===== src/hdl/irpdd_pkg.sv =====
// Package for the IR pulse distance decoder: register indexes, widths,
// button code table and lookup function. No dependencies.
`default_nettype none

package irpdd_pkg;

  localparam int unsigned DurW    = 16;
  localparam int unsigned WordW   = 32;
  localparam int unsigned IdxW    = 5;
  localparam int unsigned LvlW    = 8;
  localparam int unsigned NumCodes = 27;

  typedef enum logic [1:0] {
    REG_ONE_THRESHOLD = 2'd0,
    REG_LOW_MIN       = 2'd1,
    REG_LOW_MAX       = 2'd2,
    REG_GARBAGE_LIMIT = 2'd3
  } cfg_reg_e;

  localparam logic [DurW-1:0] OneThresholdRst = 16'd1400;
  localparam logic [DurW-1:0] LowMinRst       = 16'd400;
  localparam logic [DurW-1:0] LowMaxRst       = 16'd725;
  localparam logic [DurW-1:0] GarbageLimitRst = 16'd10000;

  localparam logic [IdxW-1:0] NoMatchIdx = 5'd27;

  localparam logic [WordW-1:0] CodeTable [NumCodes] = '{
    32'h2525609F, 32'h25257887, 32'h2525807F, 32'h2525906F, 32'h25258877,
    32'h25259867, 32'h252540BF, 32'h252550AF, 32'h252548B7, 32'h252558A7,
    32'h2525C03F, 32'h2525D02F, 32'h2525C837, 32'h252505FA, 32'h252530CF,
    32'h252520DF, 32'h2525B04F, 32'h2525A05F, 32'h252504FB, 32'h252506F9,
    32'h252538C7, 32'h2525D827, 32'h252528D7, 32'h2525708F, 32'h25256897,
    32'h2525B847, 32'h2525A857
  };

  // first matching entry wins
  function automatic logic [IdxW-1:0] code_lookup(input logic [WordW-1:0] word);
    logic [IdxW-1:0] idx;
    idx = NoMatchIdx;
    for (int k = NumCodes - 1; k >= 0; k--) begin
      if (CodeTable[k] == word) begin
        idx = IdxW'(k);
      end
    end
    return idx;
  endfunction

endpackage

`default_nettype wire


===== src/hdl/ir_pulse_distance_decoder_core.sv =====
// Result: a burst's last level waits in the input register until the result register
// is free, then its result is registered. Throughput: one level per cycle; the input
// and result registers decouple the sides; a stalled result holds only a later burst end.
// Reset: asynchronous, clears the burst state and both valid flags and restores
// the timing registers to their defaults.
// Depends on irpdd_pkg.
`default_nettype none

module ir_pulse_distance_decoder_core #(
  parameter int unsigned MAX_LEVELS = 128,
  parameter int unsigned DATA_BITS  = 32
) (
  input  wire logic                         clk_i,
  input  wire logic                         rst_ni,
  input  wire logic                         cfg_we_i,
  input  wire logic [1:0]                   cfg_idx_i,
  input  wire logic [irpdd_pkg::DurW-1:0]   cfg_data_i,
  input  wire logic                         in_valid_i,
  output logic                              in_ready_o,
  input  wire logic                         level_high_i,
  input  wire logic [irpdd_pkg::DurW-1:0]   duration_us_i,
  input  wire logic                         burst_end_i,
  output logic                              out_valid_o,
  input  wire logic                         out_ready_i,
  output logic [irpdd_pkg::WordW-1:0]       data_word_o,
  output logic [irpdd_pkg::IdxW-1:0]        button_index_o,
  output logic                              recognized_o,
  output logic                              frame_error_o
);

  localparam int unsigned DurW = irpdd_pkg::DurW;
  localparam int unsigned LvlW = irpdd_pkg::LvlW;
  localparam logic [LvlW-1:0] MaxLvl  = LvlW'(MAX_LEVELS);
  localparam logic [LvlW-1:0] MaxBit  = LvlW'(DATA_BITS);

  logic [DurW-1:0] one_thr_q, low_min_q, low_max_q, garbage_q;

  logic            s1_valid_q;
  logic            s1_high_q;
  logic [DurW-1:0] s1_dur_q;
  logic            s1_end_q;

  logic [LvlW-1:0]      lvl_q, lvl_d;
  logic [DurW-1:0]      pend_dur_q, pend_dur_d;
  logic                 pend_low_q, pend_low_d;
  logic [DATA_BITS-1:0] shift_q, shift_d;
  logic                 low_err_q, low_err_d;

  logic            out_free, s1_go, in_xfer;
  logic            in_range, pair_do;
  logic [LvlW-1:0] lvl_inc, pair_first;
  logic [LvlW-1:0] pair_bit;
  logic [DurW-1:0] d0, d1;
  logic            low0, low1, s1_low;
  logic            bad0, bad1, pair_err;

  logic [irpdd_pkg::WordW-1:0] word_full;

  always_ff @(posedge clk_i or negedge rst_ni) begin
    if (!rst_ni) begin
      one_thr_q <= irpdd_pkg::OneThresholdRst;
      low_min_q <= irpdd_pkg::LowMinRst;
      low_max_q <= irpdd_pkg::LowMaxRst;
      garbage_q <= irpdd_pkg::GarbageLimitRst;
    end else if (cfg_we_i) begin
      case (irpdd_pkg::cfg_reg_e'(cfg_idx_i))
        irpdd_pkg::REG_ONE_THRESHOLD: one_thr_q <= cfg_data_i;
        irpdd_pkg::REG_LOW_MIN:       low_min_q <= cfg_data_i;
        irpdd_pkg::REG_LOW_MAX:       low_max_q <= cfg_data_i;
        irpdd_pkg::REG_GARBAGE_LIMIT: garbage_q <= cfg_data_i;
        default: ;
      endcase
    end
  end

  assign out_free   = !out_valid_o || out_ready_i;
  assign s1_go      = s1_valid_q && (!s1_end_q || out_free);
  assign in_ready_o = !s1_valid_q || s1_go;
  assign in_xfer    = in_valid_i && in_ready_o;

  always_ff @(posedge clk_i or negedge rst_ni) begin
    if (!rst_ni) begin
      s1_valid_q <= 1'b0;
    end else if (in_ready_o) begin
      s1_valid_q <= in_valid_i;
    end
  end

  always_ff @(posedge clk_i) begin
    if (in_xfer) begin
      s1_high_q <= level_high_i;
      s1_dur_q  <= duration_us_i;
      s1_end_q  <= burst_end_i;
    end
  end

  always_comb begin
    s1_low   = !s1_high_q;
    in_range = lvl_q < MaxLvl;
    lvl_inc  = in_range ? (lvl_q + LvlW'(1)) : lvl_q;

    pair_do    = 1'b0;
    pair_first = '0;
    d0         = pend_dur_q;
    low0       = pend_low_q;
    d1         = '0;
    low1       = 1'b0;
    if (in_range && lvl_q[0]) begin
      pair_do    = 1'b1;
      pair_first = lvl_q - LvlW'(1);
      d1         = s1_dur_q;
      low1       = s1_low;
    end else if (s1_end_q && lvl_inc[0]) begin
      pair_do    = 1'b1;
      pair_first = lvl_inc - LvlW'(1);
      if (in_range) begin
        d0   = s1_dur_q;
        low0 = s1_low;
      end
    end
    pair_bit = {1'b0, pair_first[LvlW-1:1]};

    bad0     = low0 && ((d0 < low_min_q) || (d0 > low_max_q));
    bad1     = low1 && ((d1 < low_min_q) || (d1 > low_max_q));
    pair_err = pair_do && (pair_bit != '0) && !(d0 > garbage_q || d1 > garbage_q)
               && (bad0 || bad1);

    shift_d = shift_q;
    if (pair_do && (pair_bit != '0) && (pair_bit <= MaxBit)) begin
      shift_d = (shift_q << 1) | DATA_BITS'(d1 > one_thr_q);
    end
    low_err_d = low_err_q || pair_err;

    pend_dur_d = pend_dur_q;
    pend_low_d = pend_low_q;
    if (in_range && !lvl_q[0]) begin
      pend_dur_d = s1_dur_q;
      pend_low_d = s1_low;
    end
    lvl_d = lvl_inc;

    word_full = irpdd_pkg::WordW'(shift_d);
  end

  always_ff @(posedge clk_i or negedge rst_ni) begin
    if (!rst_ni) begin
      lvl_q      <= '0;
      pend_dur_q <= '0;
      pend_low_q <= 1'b0;
      shift_q    <= '0;
      low_err_q  <= 1'b0;
    end else if (s1_go) begin
      if (s1_end_q) begin
        lvl_q      <= '0;
        pend_dur_q <= '0;
        pend_low_q <= 1'b0;
        shift_q    <= '0;
        low_err_q  <= 1'b0;
      end else begin
        lvl_q      <= lvl_d;
        pend_dur_q <= pend_dur_d;
        pend_low_q <= pend_low_d;
        shift_q    <= shift_d;
        low_err_q  <= low_err_d;
      end
    end
  end

  always_ff @(posedge clk_i or negedge rst_ni) begin
    if (!rst_ni) begin
      out_valid_o <= 1'b0;
    end else if (out_free) begin
      out_valid_o <= s1_go && s1_end_q;
    end
  end

  logic [irpdd_pkg::IdxW-1:0] idx_res;
  logic                       rec_res;

  assign idx_res = irpdd_pkg::code_lookup(word_full);
  assign rec_res = idx_res != irpdd_pkg::NoMatchIdx;

  always_ff @(posedge clk_i) begin
    if (out_free && s1_go && s1_end_q) begin
      data_word_o    <= word_full;
      button_index_o <= idx_res;
      recognized_o   <= rec_res;
      frame_error_o  <= low_err_d || !rec_res;
    end
  end

endmodule

`default_nettype wire


===== config.mk =====
export PLATFORM = sky130hd
export DESIGN_NAME = ir_pulse_distance_decoder_core
export DESIGN_NICKNAME = d
export VERILOG_FILES = /design/src/hdl/irpdd_pkg.sv /design/src/hdl/ir_pulse_distance_decoder_core.sv
export SDC_FILE = /design/constraint.sdc
export NUM_CORES = 1
export LEC_CHECK = 0
export BUFFER_PORTS_ARGS = -buffer_cell sky130_fd_sc_hd__buf_2
export CAP_MARGIN = 20
export CORE_ASPECT_RATIO = 1.75
export CORE_UTILIZATION = 59
export DETAILED_ROUTE_END_ITERATION = 10
export PLACE_DENSITY = 0.76
export SLEW_MARGIN = 10
export SYNTH_ARGS = -nofsm -noshare
export SYNTH_HDL_FRONTEND = slang
export SYNTH_SLANG_ARGS = --single-unit
export TNS_END_PERCENT = 10

===== constraint.sdc =====
create_clock -name clk_i -period 5.75 [get_ports clk_i]
set_clock_uncertainty 0.15 [all_clocks]
set_input_delay 0.8625 -clock clk_i [delete_from_list [all_inputs] [get_ports clk_i]]
set_output_delay 0.8625 -clock clk_i [all_outputs]
set_load 0.005 [all_outputs]

# [After elaboration in Yosys (flattened, before gate mapping)]
# Index checks and enable logic that the tools add are counted.
[op_classes] add_sub_neg=3 magnitude_cmp=9 n_eq_ne=31 muxes=48 bitwise_logic=1 reduce_logical=38
[ops] op="30-bit by 32-bit equality test with 1-bit output, first input constant" count=27
[ops] op="5-bit 2-to-1 mux" count=26
[ops] op="16-bit 2-to-1 mux" count=6
[ops] op="16-bit greater-than comparator" count=5
[ops] op="32-bit 2-to-1 mux" count=2
[ops] op="16-bit < comparator" count=2
[ops] op="8-bit 2-to-1 mux" count=4
[ops] op="32-bit by 1-bit bitwise OR with 32-bit output" count=1
[ops] op="8-bit by 1-bit subtractor with 8-bit output, second input constant" count=2
[ops] op="1-bit logical AND" count=14
[ops] op="1-bit 2-to-1 mux" count=10
[ops] op="2-bit AND reduction" count=5
[ops] op="1-bit logical OR" count=9
[ops] op="8-bit by 1-bit adder with 8-bit output, second input constant" count=1
[ops] op="8-bit < comparator, second input constant" count=1
[ops] op="7-bit by 6-bit less-or-equal comparator with 1-bit output, second input constant" count=1
[ops] op="1-bit logical NOT" count=7
[ops] op="7-bit nonzero test" count=1
[ops] op="5-bit inequality test, second input constant" count=1
[ops] op="2-bit equality test, second input constant" count=2
[ops] op="2-bit by 1-bit equality test with 1-bit output, second input constant" count=1
[ops] op="2-bit logical NOT" count=1
[ops] op="2-bit nonzero test" count=1
[word_totals] regBits=181 inputBits=41 out_inout_bits=41 wordCells=148

# [Depth between registers and ports, before layout]
[logic_depth] depth_word=40 ltp_mapped=19 mapped_depth_nobuf=16

# [Worst setup path after synthesis]
# Ideal clock, no wire load.
[synth_path] kind="register to register" startpoint="register lvl_q[0]" endpoint="register frame_error_o (data pin)" setup_ns=0.256 arrival_ns=4.039 required_time_ns=5.344 setup_slack_ns=1.305 path_stages_with_launch=18 n_path_buf=1 period_less_slack_ns=4.445 cell_sequence="dfrtp_1 > inv_1 > ha_1 > nor4b_2 > clkbuf_1 > mux2_2 > ha_1 > nor2b_1 > o21ai_0 > nand2b_1 > a21oi_1 > o21ai_0 > a31oi_1 > o221ai_1 > a22o_1 > o211ai_1 > nand2b_1 > a41o_1"
[synth_via] elab_chain_len=40 word_cells_on_any_way=99 classes_between="3 x add/sub; 9 x order compare; 28 x eq/ne; 41 x mux; 1 x bitwise; 17 x reduce/logical"
[synth_rtl] item="start, declared" line="ir_pulse_distance_decoder_core.sv:43" rtl="logic [LvlW-1:0] lvl_q, lvl_d;"
[synth_rtl] item="start signal, assigned" line="ir_pulse_distance_decoder_core.sv:160" rtl="lvl_q <= lvl_d;"
[synth_rtl] item="branches (longest 39 deep; another with 8-bit by 1-bit adder with 8-bit output)"
[synth_rtl] item="1-bit logical OR *" line="ir_pulse_distance_decoder_core.sv:188" rtl="frame_error_o <= low_err_d || !rec_res;"
[synth_rtl] item="end signal, assigned" line="ir_pulse_distance_decoder_core.sv:188"
[synth_rtl] item="end, declared" line="ir_pulse_distance_decoder_core.sv:28" rtl="output logic frame_error_o"
# Every way passes the cells marked *.
# A chain may end at the register's enable or synchronous reset.

# [Worst setup path in the final report]
[layout_path] startpoint="register lvl_q[7]" endpoint="register frame_error_o (data pin)"
# Same word-level chain as after synthesis.

==> impl_table.tex <==
\begin{tabular}{lr}
\hline
Metric & Value \\
\hline
\multicolumn{2}{l}{\textbf{Status}} \\
\quad Run status & finished, final reports clean \\
\multicolumn{2}{l}{\textbf{Drt}} \\
\quad Remaining routing DRC violations & 0 \\
\quad Number of DRC violations after detailed-routing iteration 0 & 487 \\
\quad Remaining antenna violation count & 0 \\
\quad Via Count & 8886 \\
\quad Number of detailed-routing iterations run before antenna repair & 5 \\
\quad Vias per Instance & 6.09 \\
\quad Wirelength per Cell & 19.6 µm \\
\quad Sum of routed wire length over all layers & 28700 µm \\
\multicolumn{2}{l}{\textbf{Clock tree}} \\
\quad Cts bufs inserted & 17 \\
\quad Number of setup buffers added after CTS & 0 \\
\quad Max H-tree Level & 4 \\
\quad Clock latency on the worst-skew pair & 0.45 ns \\
\quad Clock root buffer & clkbuf\_16 \\
\quad Count of hold-fix buffers inserted at cts & 0 \\
\quad Total of cells resized after clock tree synthesis & 0 \\
\quad CTS tree & built \\
\quad Sink Count & 181 \\
\quad CTS clk-pin slew, worst paths & 0.08 ns \\
\quad CTS Buffer Depth & 2 \\
\multicolumn{2}{l}{\textbf{Cells and area}} \\
\quad Post-route cell area & 0.0126 mm² \\
\quad Leading cell type in the layout, fill and taps excluded & nand2\_1 \\
\quad Commonest non-fill, non-tap cells in the layout & nand2\_1 (170), ha\_1 (115), dfrtp\_1 (104), o21ai\_0 (82), buf\_2 (81) \\
\quad Number of nets in the final layout & 1364 \\
\quad Util after Layout & 0.673 \\
\quad Fraction of layout cells with a size suffix above 1 & 0.193 \\
\quad Number of diodes & 0 \\
\quad Growth of design area from synthesis to finish & 10.9\% \\
\multicolumn{2}{l}{\textbf{Power and ir drop}} \\
\quad Power density of the placed cells & 321 mW/mm² \\
\quad Lkg Pwr & 5.69 nW \\
\quad Power Total & 0.00405 W \\
\quad Maximum ir drop on the vdd rail & 0.317 mV \\
\multicolumn{2}{l}{\textbf{Worst hold path}} \\
\quad Min-Delay Path Class & primary input to async pin \\
\multicolumn{2}{l}{\textbf{Global routing}} \\
\quad Total routing resource utilization after global routing & 0.306 \\
\quad M1 GR Usage & 0.340 \\
\quad Total grt overflow & 0 \\
\quad Vias in the first global route & 8943 \\
\quad Pin count of the biggest net entering global routing & 79 \\
\quad Global Route met3 Usage & 0.0399 \\
\quad Global routing usage on met2 & 0.555 \\
\quad Initial antenna violation count & 0 \\
\quad Top Usage Layer GRT & met2 \\
\quad First-pass GRT wire length & 46100 µm \\
\multicolumn{2}{l}{\textbf{Yosys}} \\
\quad Synth area leaders & dfrtp\_1 (23\%), edfxtp\_1 (15\%), ha\_1 (13\%) \\
\quad Yosys warning count & 0 \\
\quad Post-Synthesis Net Count & 1297 \\
\quad Total of flip-flops plus latches after synthesis & 181 \\
\quad Sequential fraction of the synthesis area & 0.426 \\
\quad Post-synth top area share & 0.229 \\
\quad Post-synth top area cell & dfrtp\_1 \\
\quad Share of synthesized registers carrying an async set or reset & 0.685 \\
\quad Number of synthesized flops with an enable pin & 57 \\
\quad Average instance area after synthesis & 9.96 µm² \\
\quad Total standard cell area after synthesis & 0.0114 mm² \\
\quad Gate Count Post-Synth & 1141 \\
\quad Number of distinct standard cells referenced by the synthesized netlist & 77 \\
\quad Post-synth top flop & dfrtp\_1 \\
\multicolumn{2}{l}{\textbf{Timing}} \\
\quad Slew Limit Fails & 0 \\
\quad Period utilization & 0.839 \\
\quad Setup violators final & 0 \\
\quad Max Freq & 0.207 GHz \\
\quad Minimum clock period & 4.82 ns \\
\quad Setup repair after global routing missed its margin & no \\
\quad Setup TNS after final layout & 0 ns \\
\quad Final Hold Viols & 0 \\
\quad Slew at the pin with the worst max-slew slack & 1.08 ns \\
\quad Final Worst Setup Slack & 0.928 ns \\
\quad Worst-case headroom to the max-slew limit & 0.277 \\
\multicolumn{2}{l}{\textbf{Critical path}} \\
\quad Reg-to-reg startpoint & lvl\_q[7] \\
\quad Slowest cell on the critical path & dfrtp\_1 \\
\quad Crit Path Max Fanout & 26 \\
\quad Worst setup path category & flop to flop \\
\quad Critical-path cell list & inv\_1 -> ha\_1 -> nor4b\_4 -> buf\_4 -> mux2\_2 -> ha\_1 -> nor2b\_1 -> o21ai\_0 -> nand2b\_1 -> a21oi\_1 -> o21ai\_0 -> a31oi\_1 -> o221ai\_1 -> a22o\_1 -> o211ai\_1 -> nand2b\_1 -> a41o\_1 \\
\quad Arrival time at the worst endpoint & 4.88 ns \\
\quad Launching instance or port of the critical path & lvl\_q[7] \\
\quad Worst setup EP type & flop \\
\quad Peak per-stage delay on the critical path & 0.57 ns \\
\quad Critical Path Start Type & flop \\
\quad Endpoint required time on the critical path & 5.81 ns \\
\multicolumn{2}{l}{\textbf{Placed design}} \\
\quad Port Buffer Count & 81 \\
\quad Placed instance area & 0.0120 mm² \\
\quad Routability-driven placement congestion ratio & 0.913 \\
\quad Worst slack after detailed placement & 0.951 ns \\
\quad Half-perimeter wire length of the detailed placement result & 21900 µm \\
\multicolumn{2}{l}{\textbf{Floorplanning}} \\
\quad Die area & 0.0199 mm² \\
\quad Starting utilization of the core area & 0.607 \\
\quad I/O Pins & 82 \\
\quad Overall die height & 186 µm \\
\quad Number of core rows & 66 \\
\quad Horizontal die dimension & 107 µm \\
\quad Standard cell core area & 0.0187 mm² \\
\multicolumn{2}{l}{\textbf{Run}} \\
\quad Max\_cap viols & 0 \\
\hline
\end{tabular}
## logic make-up (layout without fill, tap and decap cells)
family | count (synthesis) | in the layout | share of synthesized area
and+or+nand+nor | 367 | 367 | 0.157
AOI/OAI and AO/OA | 257 | 257 | 0.151
adders and majority gates | 115 | 115 | 0.127
muxes | 95 | 95 | 0.0928
DFF | 181 | 181 | 0.426
buffers and inverters | 121 | 201 | 0.0426
xor gates and xnor gates | 5 | 5 | 0.00385
## synthesized netlist by cell type (4+ instances only)
library cell and n:
nand2_1 170, nor3_1 13, a21o_1 17, nand3b_1 4
nand4_1 19, edfxtp_1 57, nor2b_1 19, nor4_1 9
a22oi_1 30, o31ai_1 5, nand2b_1 25, clkbuf_1 34
a211oi_1 9, ha_1 115, and2_1 21, nor2_1 43
dfstp_2 20, inv_1 73, mux2_2 74, a22o_1 19
buf_2 6, o211ai_1 6, a21oi_1 37, mux2i_1 18
o21a_1 9, buf_1 4, nand3_1 18, dfrtp_1 104
o21ai_0 82
## area by class of cell
| class | instances | area (µm²) |
|---|---|---|
| fill | 1500 | 6130 |
| clock inverter | 15 | 178 |
| tap | 238 | 298 |
| inverter | 73 | 274 |
| timing repair buffer | 96 | 538 |
| multi-input combinational | 839 | 6060 |
| clock buffer | 17 | 425 |
| sequential | 181 | 4840 |
## sequential cells by signal, indices dropped and copies added (netlist names), 5 cells and up
| register | cells |
|---|---|
| button_index_o | 5 |
| data_word_o | 32 |
| garbage_q | 16 |
| low_max_q | 16 |
| low_min_q | 16 |
| lvl_q | 8 |
| one_thr_q | 16 |
| pend_dur_q | 16 |
| s1_dur_q | 16 |
| shift_q | 32 |
## power by group
| part | switching [W] | total [W] | leakage [nW] | internal [W] |
|---|---|---|---|---|
| Combinational | 0.000774 | 0.00128 | 3.30 | 0.000505 |
| Sequential | 0.000108 | 0.00160 | 2.09 | 0.00149 |
| Clock | 0.000583 | 0.00117 | 0.293 | 0.000586 |
## per-layer routing
layer | share of wire | up-vias
li1 | - | 4281
met1 | 0.39 | 4293
met2 | 0.54 | 234
met3 | 0.029 | 78
met4 | 0.049 | 0
met5 | 0 | -
## through the flow
step | cells | hold slack, ns
floorplan | 1141 | 0.290
global placement | 1425 | 0.306
detailed placement | 1426 | 0.308
CTS | 1458 | 0.325
global route | 1459 | 0.173
finish | 1459 | 0.159
## critical path: cells and delay by family (launching register included)
family                   cells  cell delay [ns]
AO/OA/AOI/OAI                8             1.62
multiplexers                 1             0.39
buffers and inverters        2             0.35
adder cells (fa/ha/maj)      2             0.81
flip-flops                   1             0.57
AND/OR/NAND/NOR              4             0.67
## worst paths after layout
kind | slack, ns | endpoint | cells after the start
setup / recovery | 0.93 | frame_error_o | 17
hold / removal | 0.16 | low_max_q[10] | 1
setup reg to reg | 0.93 | frame_error_o | 17
hold reg to reg | 0.32 | low_err_q | 2
max in group asynchronous | 4.35 | pend_dur_q[4] | 2
min in group clk_i | 0.32 | low_err_q | 2
No activity file was read; power rests on OpenSTA's default activity.
